--- config.mk ---
export PLATFORM = sky130hd
export DESIGN_NAME = abr_bitrate_selector_core
export DESIGN_NICKNAME = d
export VERILOG_FILES = /design/src/rtl/core/abr_pkg.sv /design/src/rtl/core/abr_div.sv /design/src/rtl/core/abr_datapath.sv /design/src/rtl/core/abr_ctrl.sv /design/src/rtl/core/abr_bitrate_selector_core.sv
export SDC_FILE = /design/constraint.sdc
export NUM_CORES = 2
export LEC_CHECK = 0
export BUFFER_PORTS_ARGS = -buffer_cell sky130_fd_sc_hd__buf_2
export CAP_MARGIN = 25
export CORE_MARGIN = 5
export CORE_UTILIZATION = 45
export DETAILED_ROUTE_END_ITERATION = 10
export PLACE_DENSITY_LB_ADDON = 0.3
export SLEW_MARGIN = 20
export SYNTH_ARGS = -nofsm -noshare
export SYNTH_HDL_FRONTEND = slang
export SYNTH_HIERARCHICAL = 1
export SYNTH_SLANG_ARGS = --single-unit
--- constraint.sdc ---
create_clock -name clk -period 10.07 [get_ports clk]
set_clock_uncertainty 0.1 [all_clocks]
set_input_delay 1.5105 -clock clk [delete_from_list [all_inputs] [get_ports clk]]
set_output_delay 1.5105 -clock clk [all_outputs]
set_load 0.02 [all_outputs]
--- src/rtl/core/abr_pkg.sv ---
// ----------------------------------------------------------------------------
// Bitrate selector package
// Shared types, codes and constants of the adaptive bitrate selector.
// ----------------------------------------------------------------------------
package abr_pkg;

  // Fixed field widths.
  localparam int unsigned BYTES_W    = 24;
  localparam int unsigned MS_W       = 16;
  localparam int unsigned LEVEL_W    = 3;
  localparam int unsigned REQ_W      = 23;
  localparam int unsigned BPS_W      = 32;
  localparam int unsigned BUF_W      = 16;
  localparam int unsigned SW_W       = 16;
  localparam int unsigned MODE_W     = 2;
  localparam int unsigned SECS_W     = 4;
  localparam int unsigned CFG_IDX_W  = 1;
  localparam int unsigned CFG_DATA_W = 4;
  localparam int unsigned RATE_W     = 23;

  // Throughput dividend is bytes times 8000, which needs 37 bits.
  localparam int unsigned DIVIDEND_W = 37;
  localparam int unsigned DIV_CNT_W  = 6;

  localparam int unsigned STEP_BPS    = 700000;
  localparam int unsigned BBA_STEP_MS = 5000;
  localparam logic [12:0] BITS_MS_SCALE = 13'd8000;
  localparam logic [13:0] MS_PER_S      = 14'd1000;
  localparam logic [BUF_W-1:0] TICK_MS  = 16'd100;

  // Multiplying a 32-bit value by this and dropping 34 bits divides it by five.
  localparam logic [BPS_W-1:0] RECIP5 = 32'hCCCC_CCCD;

  // Input commands.
  localparam logic CMD_CHUNK = 1'b0;
  localparam logic CMD_TICK  = 1'b1;

  // Selection modes.
  localparam logic [MODE_W-1:0] MODE_RAW    = 2'd0;
  localparam logic [MODE_W-1:0] MODE_SMOOTH = 2'd1;
  localparam logic [MODE_W-1:0] MODE_BUFFER = 2'd2;
  localparam logic [MODE_W-1:0] MODE_NONE   = 2'd3;

  // Configuration register indexes.
  localparam logic [CFG_IDX_W-1:0] REG_MODE  = 1'd0;
  localparam logic [CFG_IDX_W-1:0] REG_CHUNK = 1'd1;

  localparam logic [MODE_W-1:0] MODE_RESET = MODE_RAW;
  localparam logic [SECS_W-1:0] SECS_RESET = 4'd2;

  typedef struct packed {
    logic               command;
    logic [BYTES_W-1:0] chunk_bytes;
    logic [MS_W-1:0]    download_ms;
  } item_t;

  typedef struct packed {
    logic               request_valid;
    logic [LEVEL_W-1:0] level_index;
    logic [REQ_W-1:0]   request_bytes;
    logic               delay_request;
    logic [BPS_W-1:0]   measured_bps;
    logic [BPS_W-1:0]   smoothed_bps;
    logic [BUF_W-1:0]   buffer_level_ms;
    logic [SW_W-1:0]    switch_total;
  } result_t;

  typedef enum logic [3:0] {
    ST_IDLE,
    ST_TICK,
    ST_MUL,
    ST_DIV_T,
    ST_WAIT_T,
    ST_BUF,
    ST_DIV_S,
    ST_WAIT_S,
    ST_SELECT,
    ST_SIZE,
    ST_EMIT
  } state_t;

  // Commands from the controller to the datapath.
  typedef struct packed {
    logic capture;
    logic tick;
    logic mul;
    logic div_start;
    logic avg_start;
    logic take_bps;
    logic buf_add;
    logic take_avg;
    logic select;
    logic size;
    logic emit;
  } cmd_t;

  // Status from the datapath to the controller.
  typedef struct packed {
    logic              is_tick;
    logic [MODE_W-1:0] mode;
    logic              div_done;
    logic              avg_done;
    logic              out_free;
  } status_t;

  // Ladder rate of a level: 700000 * (level + 1) bit/s.
  function automatic logic [RATE_W-1:0] level_rate(input logic [LEVEL_W-1:0] lvl);
    logic [31:0] r;
    r = STEP_BPS * (32'(lvl) + 32'd1);
    return r[RATE_W-1:0];
  endfunction

endpackage

--- src/rtl/core/abr_div.sv ---
// ----------------------------------------------------------------------------
// Bitrate selector divider
// Restoring divider that retires one quotient bit per cycle.
// ----------------------------------------------------------------------------
module abr_div (
  input  logic                              clk,
  input  logic                              rst,
  input  logic                              start,
  input  logic [abr_pkg::DIVIDEND_W-1:0]    dividend,
  input  logic [abr_pkg::MS_W-1:0]          divisor,
  output logic [abr_pkg::DIVIDEND_W-1:0]    quotient,
  output logic                              busy,
  output logic                              done
);
  import abr_pkg::*;

  logic [MS_W:0]           rem;
  logic [DIVIDEND_W-1:0]   quo;
  logic [MS_W-1:0]         dvs;
  logic [DIV_CNT_W-1:0]    count;
  logic [MS_W:0]           rem_shift;
  logic                    fits;

  assign rem_shift = {rem[MS_W-1:0], quo[DIVIDEND_W-1]};
  assign fits      = rem_shift >= {1'b0, dvs};
  assign quotient  = quo;

  always_ff @(posedge clk) begin
    if (rst) begin
      busy  <= 1'b0;
      done  <= 1'b0;
      count <= '0;
    end else begin
      done <= 1'b0;
      if (start) begin
        busy  <= 1'b1;
        count <= DIV_CNT_W'(DIVIDEND_W);
      end else if (busy) begin
        count <= count - 1'b1;
        if (count == DIV_CNT_W'(1)) begin
          busy <= 1'b0;
          done <= 1'b1;
        end
      end
    end
  end

  always_ff @(posedge clk) begin
    if (start) begin
      rem <= '0;
      quo <= dividend;
      dvs <= divisor;
    end else if (busy) begin
      rem <= fits ? (rem_shift - {1'b0, dvs}) : rem_shift;
      quo <= {quo[DIVIDEND_W-2:0], fits};
    end
  end

endmodule

--- src/rtl/core/abr_datapath.sv ---
// ----------------------------------------------------------------------------
// Bitrate selector datapath
// Holds the playback state, configuration and result register, and performs
// the arithmetic steps the controller commands.
// ----------------------------------------------------------------------------
module abr_datapath #(
  parameter int unsigned BUFFER_FULL_MS = 30000,
  parameter int unsigned LADDER_LEVELS  = 6
) (
  input  logic                           clk,
  input  logic                           rst,
  input  abr_pkg::item_t                 item,
  input  abr_pkg::cmd_t                  cmd,
  output abr_pkg::status_t               status,
  output abr_pkg::result_t               result,
  output logic                           result_valid,
  input  logic                           result_stall,
  input  logic                           cfg_valid,
  input  logic [abr_pkg::CFG_IDX_W-1:0]  cfg_index,
  input  logic [abr_pkg::CFG_DATA_W-1:0] cfg_data
);
  import abr_pkg::*;

  // Configuration.
  logic [MODE_W-1:0] mode;
  logic [SECS_W-1:0] chunk_seconds;

  // Latched word and working values.
  item_t                 cur;
  logic [DIVIDEND_W-1:0] product;
  logic                  req_valid;
  logic [REQ_W-1:0]      req_bytes;
  logic                  delay;

  // Playback state.
  logic [BUF_W-1:0]   buffer_ms;
  logic [BPS_W-1:0]   avg_bps;
  logic [BPS_W-1:0]   last_bps;
  logic [LEVEL_W-1:0] next_level;
  logic               next_level_set;
  logic [LEVEL_W-1:0] prev_level;
  logic               prev_level_set;
  logic [SW_W-1:0]    switches;
  logic               draining;

  // Divider.
  logic [DIVIDEND_W-1:0] div_dividend;
  logic [MS_W-1:0]       div_divisor;
  logic [DIVIDEND_W-1:0] div_quotient;
  logic                  div_busy;
  logic                  div_done;

  // Moving average divide by five.
  logic [3:0]       avg_step;
  logic [BPS_W-1:0] recip_arg;
  logic [63:0]      recip_prod;
  logic [29:0]      recip_q;
  logic [29:0]      avg_qa;
  logic [29:0]      avg_ql;
  logic [2:0]       avg_ra;
  logic [2:0]       avg_rl;
  logic [4:0]       rem_sum;
  logic [2:0]       rem_carry;
  logic [BPS_W-1:0] avg_quo_sum;
  logic [BPS_W-1:0] avg_quo;

  // Combinational helpers.
  logic [BPS_W-1:0]   sel_bw;
  logic               q_found;
  logic [LEVEL_W-1:0] q_level;
  logic [LEVEL_W-1:0] b_level;
  logic [BUF_W:0]     buf_sum;
  logic [26:0]        size_prod;
  logic               out_free;

  assign div_dividend = product;
  assign div_divisor  = cur.download_ms;

  abr_div u_div (
    .clk      (clk),
    .rst      (rst),
    .start    (cmd.div_start),
    .dividend (div_dividend),
    .divisor  (div_divisor),
    .quotient (div_quotient),
    .busy     (div_busy),
    .done     (div_done)
  );

  // (4*avg + last)/5 is split as 4*(avg/5) + last/5 plus the carry out of
  // the two remainders, so one 32-bit reciprocal multiply serves both.
  assign recip_arg  = avg_step[0] ? avg_bps : last_bps;
  assign recip_prod = 64'(recip_arg) * 64'(RECIP5);
  assign recip_q    = recip_prod[63:34];

  // Remainders are below five, so the low three bits are exact.
  assign avg_ra  = avg_bps[2:0] - (avg_qa[2:0] + {avg_qa[0], 2'b00});
  assign avg_rl  = last_bps[2:0] - (avg_ql[2:0] + {avg_ql[0], 2'b00});
  assign rem_sum = {avg_ra, 2'b00} + 5'(avg_rl);

  always_comb begin
    rem_carry = 3'd0;
    if (rem_sum >= 5'd20) begin
      rem_carry = 3'd4;
    end else if (rem_sum >= 5'd15) begin
      rem_carry = 3'd3;
    end else if (rem_sum >= 5'd10) begin
      rem_carry = 3'd2;
    end else if (rem_sum >= 5'd5) begin
      rem_carry = 3'd1;
    end
  end

  assign avg_quo_sum = {avg_qa, 2'b00} + BPS_W'(avg_ql) + BPS_W'(rem_carry);

  always_ff @(posedge clk) begin
    if (rst) begin
      avg_step <= '0;
    end else begin
      avg_step <= {avg_step[2:0], cmd.avg_start};
    end
  end

  always_ff @(posedge clk) begin
    if (avg_step[0]) begin
      avg_qa <= recip_q;
    end
    if (avg_step[1]) begin
      avg_ql <= recip_q;
    end
    if (avg_step[2]) begin
      avg_quo <= avg_quo_sum;
    end
  end

  assign out_free = !result_valid || !result_stall;

  always_comb begin
    status.is_tick  = (cur.command == CMD_TICK);
    status.mode     = mode;
    status.div_done = div_done;
    status.avg_done = avg_step[3];
    status.out_free = out_free;
  end

  // Highest ladder level whose rate lies strictly below the throughput.
  always_comb begin
    sel_bw  = (mode == MODE_SMOOTH) ? avg_bps : last_bps;
    q_found = 1'b0;
    q_level = '0;
    for (int i = 0; i < LADDER_LEVELS; i++) begin
      if (sel_bw > BPS_W'(level_rate(LEVEL_W'(i)))) begin
        q_found = 1'b1;
        q_level = LEVEL_W'(i);
      end
    end
  end

  // Buffer-based level in 5 s steps, capped at the top of the ladder.
  always_comb begin
    b_level = '0;
    for (int k = 1; k < LADDER_LEVELS; k++) begin
      if (32'(buffer_ms) >= BBA_STEP_MS * 32'(k)) begin
        b_level = LEVEL_W'(k);
      end
    end
  end

  assign buf_sum   = {1'b0, buffer_ms} + (BUF_W+1)'(14'(chunk_seconds) * MS_PER_S);
  assign size_prod = 27'(level_rate(next_level)) * 27'(chunk_seconds);

  always_ff @(posedge clk) begin
    if (rst) begin
      mode          <= MODE_RESET;
      chunk_seconds <= SECS_RESET;
    end else if (cfg_valid) begin
      case (cfg_index)
        REG_MODE:  mode          <= cfg_data[MODE_W-1:0];
        REG_CHUNK: chunk_seconds <= cfg_data;
        default: ;
      endcase
    end
  end

  always_ff @(posedge clk) begin
    if (cmd.capture) begin
      cur <= item;
    end
    if (cmd.mul) begin
      product <= DIVIDEND_W'(cur.chunk_bytes) * DIVIDEND_W'(BITS_MS_SCALE);
    end
    if (cmd.capture) begin
      req_valid <= 1'b0;
      req_bytes <= '0;
      delay     <= 1'b0;
    end else if (cmd.select) begin
      delay <= 32'(buffer_ms) >= BUFFER_FULL_MS;
    end else if (cmd.size) begin
      req_valid <= 1'b1;
      req_bytes <= size_prod[26] ? {REQ_W{1'b1}} : size_prod[25:3];
    end
  end

  always_ff @(posedge clk) begin
    if (rst) begin
      buffer_ms      <= '0;
      avg_bps        <= '0;
      last_bps       <= '0;
      next_level     <= '0;
      next_level_set <= 1'b0;
      prev_level     <= '0;
      prev_level_set <= 1'b0;
      switches       <= '0;
      draining       <= 1'b0;
    end else begin
      if (cmd.tick && draining) begin
        if (buffer_ms < TICK_MS) begin
          buffer_ms <= '0;
          draining  <= 1'b0;
        end else begin
          buffer_ms <= buffer_ms - TICK_MS;
        end
      end
      if (cmd.take_bps) begin
        if (cur.download_ms == '0 || div_quotient[DIVIDEND_W-1:BPS_W] != '0) begin
          last_bps <= '1;
        end else begin
          last_bps <= div_quotient[BPS_W-1:0];
        end
      end
      if (cmd.buf_add) begin
        buffer_ms <= buf_sum[BUF_W] ? {BUF_W{1'b1}} : buf_sum[BUF_W-1:0];
        draining  <= 1'b1;
      end
      if (cmd.take_avg) begin
        avg_bps <= (avg_bps == '0) ? last_bps : avg_quo;
      end
      if (cmd.select) begin
        if (mode == MODE_BUFFER) begin
          next_level     <= b_level;
          next_level_set <= 1'b1;
        end else if (q_found) begin
          next_level     <= q_level;
          next_level_set <= 1'b1;
        end else if (!next_level_set) begin
          next_level     <= '0;
          next_level_set <= 1'b1;
        end
      end
      if (cmd.size) begin
        if (prev_level_set && prev_level != next_level && switches != {SW_W{1'b1}}) begin
          switches <= switches + 1'b1;
        end
        prev_level     <= next_level;
        prev_level_set <= 1'b1;
      end
    end
  end

  // Result register; the next word may be accepted while this one waits.
  always_ff @(posedge clk) begin
    if (rst) begin
      result_valid <= 1'b0;
    end else if (cmd.emit) begin
      result_valid <= 1'b1;
    end else if (!result_stall) begin
      result_valid <= 1'b0;
    end
  end

  always_ff @(posedge clk) begin
    if (cmd.emit) begin
      result.request_valid   <= req_valid;
      result.level_index     <= prev_level;
      result.request_bytes   <= req_bytes;
      result.delay_request   <= delay;
      result.measured_bps    <= last_bps;
      result.smoothed_bps    <= avg_bps;
      result.buffer_level_ms <= buffer_ms;
      result.switch_total    <= switches;
    end
  end

`ifndef NO_ASSERTIONS
  // A new result must never overwrite one that is still waiting.
  a_emit_free: assert property (@(posedge clk) disable iff (rst)
    cmd.emit |-> out_free)
    else $error("result loaded while previous word still stalled");

  a_div_idle: assert property (@(posedge clk) disable iff (rst)
    cmd.div_start |-> !div_busy)
    else $error("divider restarted while busy");

  a_avg_idle: assert property (@(posedge clk) disable iff (rst)
    cmd.avg_start |-> (avg_step == '0))
    else $error("average division restarted while running");

  a_level_range: assert property (@(posedge clk) disable iff (rst)
    next_level_set |-> (32'(next_level) < LADDER_LEVELS))
    else $error("selected level beyond ladder");

  a_tick_drains: assert property (@(posedge clk) disable iff (rst)
    cmd.tick |=> (buffer_ms <= $past(buffer_ms)))
    else $error("tick raised the buffer level");

  a_switch_mono: assert property (@(posedge clk) disable iff (rst)
    1'b1 |=> (switches >= $past(switches)))
    else $error("switch count decreased");
`endif

endmodule

--- src/rtl/core/abr_ctrl.sv ---
// ----------------------------------------------------------------------------
// Bitrate selector controller
// Sequences the datapath through tick draining or throughput measurement,
// smoothing, level selection and result delivery for one word at a time.
// ----------------------------------------------------------------------------
module abr_ctrl (
  input  logic               clk,
  input  logic               rst,
  input  logic               item_valid,
  output logic               item_stall,
  input  abr_pkg::status_t   status,
  output abr_pkg::cmd_t      cmd
);
  import abr_pkg::*;

  state_t state;
  state_t state_next;

  always_ff @(posedge clk) begin
    if (rst) begin
      state <= ST_IDLE;
    end else begin
      state <= state_next;
    end
  end

  always_comb begin
    state_next = state;
    cmd        = '0;
    item_stall = (state != ST_IDLE);
    case (state)
      ST_IDLE: begin
        if (item_valid) begin
          cmd.capture = 1'b1;
          state_next  = ST_MUL;
        end
      end
      ST_MUL: begin
        if (status.is_tick) begin
          state_next = ST_TICK;
        end else begin
          cmd.mul    = 1'b1;
          state_next = ST_DIV_T;
        end
      end
      ST_TICK: begin
        cmd.tick   = 1'b1;
        state_next = ST_EMIT;
      end
      ST_DIV_T: begin
        cmd.div_start = 1'b1;
        state_next    = ST_WAIT_T;
      end
      ST_WAIT_T: begin
        if (status.div_done) begin
          cmd.take_bps = 1'b1;
          state_next   = ST_BUF;
        end
      end
      ST_BUF: begin
        cmd.buf_add = 1'b1;
        case (status.mode)
          MODE_SMOOTH: state_next = ST_DIV_S;
          MODE_NONE:   state_next = ST_EMIT;
          default:     state_next = ST_SELECT;
        endcase
      end
      ST_DIV_S: begin
        cmd.avg_start = 1'b1;
        state_next    = ST_WAIT_S;
      end
      ST_WAIT_S: begin
        if (status.avg_done) begin
          cmd.take_avg = 1'b1;
          state_next   = ST_SELECT;
        end
      end
      ST_SELECT: begin
        cmd.select = 1'b1;
        state_next = ST_SIZE;
      end
      ST_SIZE: begin
        cmd.size   = 1'b1;
        state_next = ST_EMIT;
      end
      ST_EMIT: begin
        if (status.out_free) begin
          cmd.emit   = 1'b1;
          state_next = ST_IDLE;
        end
      end
      default: begin
        state_next = ST_IDLE;
      end
    endcase
  end

endmodule

--- src/rtl/core/abr_bitrate_selector_core.sv ---
// ----------------------------------------------------------------------------
// Adaptive bitrate selector
// Top level: controller, datapath and configuration port.
// ----------------------------------------------------------------------------
// Each input word is a finished chunk or a 100 ms playback tick, and each one
// yields exactly one result word. A tick goes through ST_MUL and ST_TICK
// to ST_EMIT, which loads the result register. A chunk runs through a
// restoring divider that retires one of 37 quotient bits per cycle; modes 0
// and 2 then select a level and size the request, mode 1 first adds a
// reciprocal-multiply division by five for the moving average, and mode 3
// skips selection and sizing. The next word is accepted from the cycle after
// its predecessor reached the result register, even if that result is still
// stalled; a new result then waits until the stalled word has left.
// Configuration writes are always ready and are meant to be made while idle.
module abr_bitrate_selector_core #(
  parameter int unsigned BUFFER_FULL_MS = 30000,
  parameter int unsigned LADDER_LEVELS  = 6
) (
  input  logic                           clk,
  input  logic                           rst,
  input  logic                           item_valid,
  output logic                           item_stall,
  input  abr_pkg::item_t                 item,
  output logic                           result_valid,
  input  logic                           result_stall,
  output abr_pkg::result_t               result,
  input  logic                           cfg_valid,
  output logic                           cfg_ready,
  input  logic [abr_pkg::CFG_IDX_W-1:0]  cfg_index,
  input  logic [abr_pkg::CFG_DATA_W-1:0] cfg_data
);
  import abr_pkg::*;

  cmd_t    cmd;
  status_t status;

  assign cfg_ready = 1'b1;

  abr_ctrl u_ctrl (
    .clk        (clk),
    .rst        (rst),
    .item_valid (item_valid),
    .item_stall (item_stall),
    .status     (status),
    .cmd        (cmd)
  );

  abr_datapath #(
    .BUFFER_FULL_MS (BUFFER_FULL_MS),
    .LADDER_LEVELS  (LADDER_LEVELS)
  ) u_datapath (
    .clk          (clk),
    .rst          (rst),
    .item         (item),
    .cmd          (cmd),
    .status       (status),
    .result       (result),
    .result_valid (result_valid),
    .result_stall (result_stall),
    .cfg_valid    (cfg_valid && cfg_ready),
    .cfg_index    (cfg_index),
    .cfg_data     (cfg_data)
  );

endmodule

==> impl_results.md <==
- Status: finished, final reports clean
- Warnings from Yosys: 6
- CTS Buf Count: 51
- Setup violations, final: 0
- Post-route DRC: 0
- IO Count: 178
- Number of post-CTS setup repair buffers: 0
- Ys flop type: edfxtp_1
- Clock Tree Buf Depth: 3
- Crit Path Max Fanout: 33
- # rows: 118
- Die Area: 110000 um2
- Unrepaired setup endpoints after global routing: no
- PwrDens: 224 nW/um2
- Seq/Total Area, Yosys: 29.1%
- CP top delay family: adder cells
- Wire length per cell: 19.6 um
- Final worst path period share: 90.9%
- WP depth: 25
- Synth async-reset ratio: 0%
- Post-Synthesis Cells: 4364
- Die Span Y: 332 um
- Number of synthesized register bits: 506
- Setup TNS after final layout: 0 ns
- DPL Wire Length: 95600 um
- CP Capture Type: flop
- Worst Tran Pin Value: 1.00 ns
- RD Place Congestion: 0.978
- Critical path type: reg2reg
- Yosys cell types: 110
- Worst-Skew Late Latency: 0.62 ns
- Area Overhead vs Synth: 8.61%
- ANT nets after route: 0
- H-tree Lvls: 2
- Grt ovf: 0
- Die Wd: 332 um
- Worst reg2reg path depth: 25
- First-pass GRT wire length: 185000 um
- Fmax: 109 MHz
- WL final: 116000 um
- Global-route total usage across every layer: 21.1%
- # fillers: 9428
- Layout cells sized above 1: 8.81%
- Peak supply drop: 0.502 mV
- Placed cells: 5828
- Core Footprint: 103000 um2
- Endpoints failing hold: 0
- WHS Path Cells: 0
- CTS Hold Bufs: 0
- Post-synth EDFFs: 339
- Crit start category: flop
- Post-Layout Cell Count: 5923
- Initial Util: 45.2%
- Port bufs: 176
- Hold Crit Class: reg2reg
- Max-slew violation count: 0
- CTS tree: built
- Worst path max stage delay: 0.73 ns
- Initial antenna violation count: 1
- CTS Sinks: 506
- Pleak: 23.8 nW
- Post-synth design cell area: 46500 um2
- Synthesized area per cell: 10.7 um2
- Buf/Inv on CP: 5
- Critical path arrival: 9.37 ns
- Cts repair resizes: 0
- Clock root buffer: clkbuf_16
- CP required: 10.29 ns
- DR vias: 31.6k
- Number of global-route vias before repair: 32.2k
- Drt first-iter violations: 2184
- Final nets: 5639
- Initial DRT Pass Iterations: 7
- CP dominant cell by count: fa_1
- Relative slew slack: 33.1%
- Reg clk slew, reported paths: 0.06 ns
- Final Critical Period: 9.15 ns
- Slowest CP cell: dfxtp_4
- Largest net degree at the start of global routing: 83
- Vias per cell: 5.33
- MaxCap Viol Count: 0
## worst register-to-register path, stage by stage (launching register included)
cell and delay (ns):
dfxtp_4 0.73, mux2i_1 0.50, inv_1 0.22, ha_1 0.38, inv_1 0.28, fa_1 0.50
fa_1 0.52, fa_1 0.52, inv_1 0.05, fa_1 0.46, fa_1 0.52, fa_1 0.54
inv_1 0.05, fa_1 0.54, inv_1 0.05, ha_1 0.37, nand4_1 0.16, nor2_1 0.20
o211ai_1 0.12, a31oi_1 0.31, o21ai_1 0.31, a211oi_1 0.63, o31ai_1 0.20, a31oi_1 0.26
mux2i_1 0.21, o311ai_1 0.12
## synth_stat cells, drive strengths merged, types with 47 or more instances
library cell	count	area, um2
mux2	62	702
xnor2	131	1150
clkbuf	88	355
a21o	77	578
and2	47	297
nor3	87	435
nand3	54	270
mux2i	78	788
ha	567	7090
nor2	329	1240
dfxtp	167	3340
a211oi	77	596
inv	729	2740
xor2	87	762
a21oi	194	975
nand2	165	619
fa	520	10400
edfxtp	339	10200
o21ai	108	544
## metrics by stage
stage / setup WS [ns] / util, % / cell area [um2] / hold WS, ns / power (mW)
6_report: 0.921 / 49.0 / 50500 / 0.328 / 11.3
5_1_grt: 0.347 / 49.0 / 50500 / 0.343 / 12.4
4_1_cts: 0.996 / 49.0 / 50500 / 0.330 / 11.4
3_5_place_dp: 1.05 / 47.4 / 48800 / 0.316 / 9.37
3_3_place_gp: 1.06 / 47.4 / 48800 / 0.315 / 9.29
2_1_floorplan: 1.01 / - / 46600 / 0.306 / 8.21
## layer usage
metal | global-route usage [%] | routed length, um
met1 | 29.7 | 52300
met2 | 34.6 | 54500
met5 | 0 | 0
met4 | 5.18 | 3170
met3 | 3.13 | 6410
## state kept, by name (all words and copies together), names as in the netlist, 22 cells and up
signal / count
u_datapath/result: 122
u_datapath/avg_ql: 30
u_datapath/avg_qa: 30
u_datapath/u_div/quotient: 37
u_datapath/avg_bps: 32
u_datapath/req_bytes: 22
u_datapath/div_dividend: 31
u_datapath/avg_quo: 32
u_datapath/cur: 24
u_datapath/last_bps: 32
## power by group
| part | internal, mW | total [mW] | switching [mW] |
|---|---|---|---|
| Clock | 1.15 | 1.98 | 0.829 |
| Combinational | 2.84 | 6.27 | 3.43 |
| Sequential | 2.86 | 3.08 | 0.215 |
| Total | 6.84 | 11.3 | 4.47 |
## final timing paths
check	from	end	slack [ns]
setup / recovery	u_datapath/avg_step[0]$_SDFF_PP0_	u_datapath/avg_qa[29]$_DFFE_PP_	0.92
hold / removal	u_datapath/req_bytes[17]$_SDFFE_PP0P_	u_datapath/result[114]$_DFFE_PP_	0.33
setup reg to reg	u_datapath/avg_step[0]$_SDFF_PP0_	u_datapath/avg_qa[29]$_DFFE_PP_	0.92
hold reg to reg	u_datapath/req_bytes[17]$_SDFFE_PP0P_	u_datapath/result[114]$_DFFE_PP_	0.33
## kinds of logic (layout without fill, tap and decap cells)
| kind of cell | count (synthesis) | after routing | synth area share [%] |
|---|---|---|---|
| adder cells (fa/ha/maj) | 1087 | 1087 | 37.6 |
| AND/OR/NAND/NOR | 924 | 924 | 9.79 |
| buffers and inverters | 852 | 1025 | 7.19 |
| AO/OA/AOI/OAI | 635 | 635 | 9.04 |
| flip-flops | 506 | 506 | 29.1 |
| XOR/XNOR | 218 | 218 | 4.10 |
| multiplexers | 140 | 140 | 3.20 |
| other | 2 | 8 | 0.0161 |
## cell usage in the layout (no fill, tap or decap), types with 54 or more instances in the layout
cell type,Yosys,routed
nor2_1,328,325
a21oi_1,193,193
ha_1,567,567
buf_2,8,175
nand2_1,165,165
nor3_1,87,87
xor2_1,87,87
inv_1,729,729
xnor2_1,131,131
mux2i_1,76,76
fa_1,520,520
a21o_1,77,77
a211oi_1,75,75
mux2_2,61,61
edfxtp_1,339,339
nand3_1,54,54
o21ai_0,89,89
dfxtp_1,167,166
## layout make-up
cell class | instances | area (um2) | share of cell area (%)
tap | 1380 | 1730 | 3.42
antenna | 1 | 2.50 | 0.00495
timing repair buffer | 202 | 1080 | 2.13
clock inverter | 29 | 343 | 0.678
sequential | 506 | 13500 | 26.8
clock buffer | 65 | 1400 | 2.77
multi-input combinational | 3011 | 29700 | 58.8
inverter | 729 | 2740 | 5.41
Power figures use the tool's default switching activity.
